### src/rtl/core/tuf_pkg.sv
package tuf_pkg;

  typedef enum logic [2:0] {
    FMT_R8    = 3'd0,
    FMT_RGB8  = 3'd1,
    FMT_BGR8  = 3'd2,
    FMT_BGRA8 = 3'd3,
    FMT_RGBA8 = 3'd4,
    FMT_RG16F = 3'd5
  } pixel_format_e;

  localparam logic [2:0] FmtReset = 3'd4;

  typedef struct packed {
    logic [31:0] src_high;
    logic [31:0] src_low;
    logic        last_in;
  } src_t;

  typedef struct packed {
    logic [31:0] out_word;
    logic        last_out;
  } res_t;

  // Pre-rounding view of one half conversion.
  typedef struct packed {
    logic        sign;
    logic        zero;
    logic        inf;
    logic        sub;
    logic [4:0]  exp;
    logic [3:0]  shift;
    logic [23:0] mant;
  } half_pre_t;

  function automatic half_pre_t half_decode(input logic [31:0] bits);
    half_pre_t p;
    logic [8:0] e;
    e = {1'b0, bits[30:23]};
    p.sign  = bits[31];
    p.zero  = e < 9'd102;
    p.sub   = (e >= 9'd102) && (e <= 9'd112);
    p.inf   = e >= 9'd143;
    p.exp   = 5'(e - 9'd112);
    p.shift = 4'(9'd113 - e);
    p.mant  = {1'b1, bits[22:0]};
    return p;
  endfunction

endpackage

### src/rtl/core/texel_upload_formatter.sv
// An accepted start reaches the done strobe through the valid registers v1_q, v2_q and v3_q of the half stage.
// Throughput: one texel per cycle; busy is held low.
// Reset: the pipeline empties and the format register returns to RGBA8.
// The receiver cannot stall; each result is shown for one cycle only.
module texel_upload_formatter (
  input  logic          clk_i,
  input  logic          rst_ni,
  input  logic          start,
  output logic          busy,
  input  tuf_pkg::src_t src_i,
  output logic          done_o,
  output tuf_pkg::res_t res_o,
  input  logic          cfg_valid_i,
  output logic          cfg_ready_o,
  input  logic [2:0]    cfg_data_i
);
  import tuf_pkg::*;

  logic [2:0]  fmt_q;
  logic        acc;
  logic        v0, v1;
  logic [15:0] h0, h1;
  logic [31:0] w1_q, w2_q, w3_q;
  logic [2:0]  f1_q, f2_q, f3_q;
  logic        l1_q, l2_q, l3_q;
  logic [7:0]  b0, b1, b2, b3;

  assign busy        = 1'b0;
  assign cfg_ready_o = 1'b1;
  assign acc         = start && !busy;

  always_ff @(posedge clk_i or negedge rst_ni) begin
    if (!rst_ni) begin
      fmt_q <= FmtReset;
    end else if (cfg_valid_i && cfg_ready_o) begin
      fmt_q <= cfg_data_i;
    end
  end

  tuf_half_stage u_h0 (.clk_i, .rst_ni, .valid_i(acc), .bits_i(src_i.src_low),
                       .valid_o(v0), .half_o(h0));
  tuf_half_stage u_h1 (.clk_i, .rst_ni, .valid_i(acc), .bits_i(src_i.src_high),
                       .valid_o(v1), .half_o(h1));

  assign b0 = w3_q[7:0];
  assign b1 = w3_q[15:8];
  assign b2 = w3_q[23:16];
  assign b3 = w3_q[31:24];

  always_ff @(posedge clk_i) begin
    w1_q <= src_i.src_low;
    f1_q <= fmt_q;
    l1_q <= src_i.last_in;
    w2_q <= w1_q;
    f2_q <= f1_q;
    l2_q <= l1_q;
    w3_q <= w2_q;
    f3_q <= f2_q;
    l3_q <= l2_q;
  end

  always_comb begin
    case (f3_q)
      FMT_R8:    res_o.out_word = {8'hff, b0, b0, b0};
      FMT_RGB8:  res_o.out_word = {8'hff, b2, b1, b0};
      FMT_BGR8:  res_o.out_word = {8'hff, b0, b1, b2};
      FMT_BGRA8: res_o.out_word = {b3, b0, b1, b2};
      FMT_RG16F: res_o.out_word = {h1, h0};
      default:   res_o.out_word = w3_q;
    endcase
    res_o.last_out = l3_q;
  end

  assign done_o = v0;

  a_lanes: assert property (@(posedge clk_i) disable iff (!rst_ni) v0 == v1)
    else $error("half lanes out of step");
  a_busy_low: assert property (@(posedge clk_i) disable iff (!rst_ni) !busy)
    else $error("busy raised");
  a_lat: assert property (@(posedge clk_i) disable iff (!rst_ni)
    start |-> ##3 done_o) else $error("lost texel");
  a_no_extra: assert property (@(posedge clk_i) disable iff (!rst_ni)
    done_o |-> $past(start, 3)) else $error("spurious result");
endmodule

### src/rtl/core/tuf_half_stage.sv
module tuf_half_stage (
  input  logic               clk_i,
  input  logic               rst_ni,
  input  logic               valid_i,
  input  logic [31:0]        bits_i,
  output logic               valid_o,
  output logic [15:0]        half_o
);
  import tuf_pkg::*;

  half_pre_t   pre_q;
  logic        v1_q, v2_q, v3_q;
  logic        sign2_q, zero2_q, inf2_q, sub2_q;
  logic [4:0]  exp2_q;
  logic [23:0] mant2_q;
  logic [15:0] half_q;
  logic [23:0] mant_d;
  logic [14:0] rnd;

  always_comb begin
    mant_d = pre_q.sub ? (pre_q.mant >> pre_q.shift) : {1'b0, pre_q.mant[22:0]};
  end

  assign rnd = sub2_q ? 15'((mant2_q + 24'h1000) >> 13)
                      : {exp2_q, 10'd0} + 15'((mant2_q + 24'h1000) >> 13);

  always_ff @(posedge clk_i or negedge rst_ni) begin
    if (!rst_ni) begin
      v1_q <= 1'b0;
      v2_q <= 1'b0;
      v3_q <= 1'b0;
    end else begin
      v1_q <= valid_i;
      v2_q <= v1_q;
      v3_q <= v2_q;
    end
  end

  always_ff @(posedge clk_i) begin
    pre_q   <= half_decode(bits_i);
    sign2_q <= pre_q.sign;
    zero2_q <= pre_q.zero;
    inf2_q  <= pre_q.inf;
    sub2_q  <= pre_q.sub;
    exp2_q  <= pre_q.exp;
    mant2_q <= mant_d;
    if (zero2_q) begin
      half_q <= {sign2_q, 15'd0};
    end else if (inf2_q) begin
      half_q <= {sign2_q, 15'h7c00};
    end else begin
      half_q <= {sign2_q, rnd};
    end
  end

  assign valid_o = v3_q;
  assign half_o  = half_q;
endmodule

### config.mk
export PLATFORM = sky130hd
export DESIGN_NAME = texel_upload_formatter
export DESIGN_NICKNAME = d
export VERILOG_FILES = /design/src/rtl/core/tuf_pkg.sv /design/src/rtl/core/texel_upload_formatter.sv /design/src/rtl/core/tuf_half_stage.sv
export SDC_FILE = /design/constraint.sdc
export NUM_CORES = 1
export LEC_CHECK = 0
export BUFFER_PORTS_ARGS = -buffer_cell sky130_fd_sc_hd__buf_2
export CAP_MARGIN = 0
export CORE_MARGIN = 2
export CORE_UTILIZATION = 57
export DETAILED_ROUTE_END_ITERATION = 7
export PLACE_DENSITY = 0.82
export RECOVER_POWER = 50
export SLEW_MARGIN = 0
export SYNTH_ARGS = -nofsm -noshare
export SYNTH_HDL_FRONTEND = slang
export SYNTH_HIERARCHICAL = 1
export SYNTH_SLANG_ARGS = --single-unit
### constraint.sdc
create_clock -name clk_i -period 5.6 [get_ports clk_i]
set_clock_uncertainty 0.15 [all_clocks]
set_input_delay 0.28 -clock clk_i [delete_from_list [all_inputs] [get_ports clk_i]]
set_output_delay 0.28 -clock clk_i [all_outputs]
set_load 0.05 [all_outputs]
==> flow_metrics.py <==
metrics = {
    "yosys": {
        "yosysWarnings": 6,
        "netlist_area_mm2": 0.00797,
        "synthCells": 710,
        "synth_fp_nets": 792,
        "syn_area_per_cell_um2": 11.2,
    },
    "power": {
        "peakVddDrop_mv": 0.302,
        "p_leak_nw": 4.13,
        "power.density_mw_per_mm2": 403,
    },
    "critical_path": {
        "crit_type": "reg2out",
        "crit_path_max_incr_delay_ns": 0.54,
        "cpMaxStageDelayCell": "nand2b_1",
        "worstSetupEndpointType": "output pin",
        "crit_chain": "buf_4 -> nand2b_1 -> o211ai_1 -> a21oi_1 -> buf_2",
        "startpoint_type": "flop",
        "critPathMaxFanout": 59,
        "cp_data_arrival_time_ns": 2.59,
        "worstPathRequired_ns": 5.17,
    },
    "drt": {
        "drt-total-wl_mm": 18.3,
        "first_pass_iters": 7,
        "drc": 0,
        "viasPerCell": 5.57,
        "dr.first_iter.drc_count": 578,
        "vias": 5859,
        "routedWlPerCell_um": 17.4,
        "antenna_left": 0,
    },
    "timing": {
        "slew_viol_final": 0,
        "rsz0062_at_grt": "no",
        "period_share_pct": 54.0,
        "finalSetupViolCount": 0,
        "worstMarginPinSlew_ns": 0.814,
        "finalSetupTns_ns": 0,
        "slew-limit-headroom_pct": 45.6,
        "hold_viol_final": 0,
        "max_freq_ghz": 0.331,
        "setup_ws_ns": 2.58,
        "finalCriticalPeriod_ns": 3.02,
    },
    "clock_network": {
        "htreeDepth": 1,
        "cts_hold_buf": 64,
        "cts_buffer_depth": 3,
        "clk_pin_slew_ns": 0.06,
        "cts-resized-gates": 0,
        "cts_buffers": 23,
        "root_buffer": "clkbuf_16",
        "clk_latency_ns": 0.50,
        "post-cts-setup-buffer-count": 0,
        "cts_num_sinks": 234,
        "cts_tree": "built",
    },
    "grt": {
        "first_global_vias": 5894,
        "grt_pass1_wl_mm": 29.0,
        "grt_max_degree": 60,
        "antenna_found_initial": 0,
        "grt_overflow": 0,
        "grt.total_usage_pct": 24.6,
    },
    "finish": {
        "antenna_cells": 0,
        "drive_gt1_share_pct": 19.4,
        "nets": 938,
        "area_delta_synth_final_pct": 23.5,
    },
    "job": {
        "max_cap_violations": 0,
    },
    "floorplanning": {
        "num_rows": 43,
        "initial_core_util_pct": 57.9,
        "die_x_um": 122,
        "die_h_um": 122,
        "core_area_mm2": 0.0138,
        "die-area_mm2": 0.0149,
        "ios": 108,
    },
    "placement": {
        "hpwl_mm": 11.4,
        "dpl_worst_slack_ns": 3.19,
        "routabilityCongestion": 0.880,
        "portBuffers": 93,
    },
    "status": {
        "status": "completed",
    },
    "hold_path": {
        "hp-class": "in2async",
    },
}
==> final cells by class <==
type                            instances  area, µm²
Sequential cell                       234       4720
Fill cell                             940       3930
Multi-Input combinational cell        406       2860
Timing Repair Buffer                  160       1120
Clock buffer                           33        683
Tap cell                              180        225
Clock inverter                          8        126
Inverter                               31        116
==> flip-flops by register name, indices dropped and copies added (netlist names), 16 cells and up <==
register / count
u_h0/pre_q: 23
u_h1/pre_q: 23
u_h0/half_o: 16
u_h1/half_o: 16
w2_q: 32
w3_q: 32
w1_q: 32
==> final timing paths <==
kind	startpoint	to	slack [ns]	cells past startpoint
setup / recovery	f3_q[2]	res_o[10]	2.58	5
hold / removal	rst_ni	fmt_q[2]	0.14	2
setup reg to reg	u_h0/mant2_q[14]	u_h0/half_o[14]	3.24	9
hold reg to reg	w2_q[17]	w3_q[17]	0.17	0
max in group asynchronous	rst_ni	fmt_q[1]	4.50	3
min in group clk_i	w2_q[17]	w3_q[17]	0.17	0
==> through the flow <==
| stage | power [mW] | hold WS (ns) | instances | area, µm² | util, % |
|---|---|---|---|---|---|
| global placement | 2.32 | -0.0500 | 947 | 8400 | 61.0 |
| CTS | 3.97 | 0.0990 | 1052 | 9850 | 71.5 |
| floorplan | 2.22 | -0.166 | 710 | 7970 | - |
| detailed placement | 2.34 | -0.0438 | 947 | 8400 | 61.0 |
| finish | 3.96 | 0.140 | 1052 | 9840 | 71.5 |
| global route | 4.10 | 0.143 | 1052 | 9840 | 71.5 |
==> placed cells by master, fill, tap and decap left out, types with 5 or more instances in the layout <==
cell,instances
inv_1,31
nand2_1,27
a21oi_1,30
nand2b_1,29
clkbuf_8,7
or4_1,7
o211ai_1,24
nor3_1,14
clkbuf_16,23
xnor2_1,16
dfxtp_1,227
dfrtp_1,5
a31oi_1,8
mux2_2,10
buf_2,84
or3_1,6
ha_1,10
nor2_1,48
clkbuf_1,11
dlygate4sd3_1,64
o22ai_1,23
nand3_1,11
mux2i_1,33
xor2_1,8
o21ai_0,29
==> metal layers <==
layer / part of all wire [%] / track usage, %
met1: 41 / 30.7
met2: 50 / 42.5
met3: 5.3 / 3.86
met4: 3.7 / 10.3
met5: 0 / 0
==> power breakdown <==
part	internal, mW	total [mW]	leakage [nW]	switching [mW]
registers	1.77	1.85	1.99	0.0824
logic	0.180	0.500	1.74	0.321
clock network	0.989	1.61	0.401	0.622
==> worst max-delay path: cells and delay by family (launching register included) <==
| kind | cells | cell delay, ns |
|---|---|---|
| buffers and inverters | 2 | 0.72 |
| flip-flops | 1 | 0.32 |
| AO/OA/AOI/OAI | 2 | 0.48 |
| AND/OR/NAND/NOR | 1 | 0.54 |
Note: power is estimated with default switching activity, not from simulation.
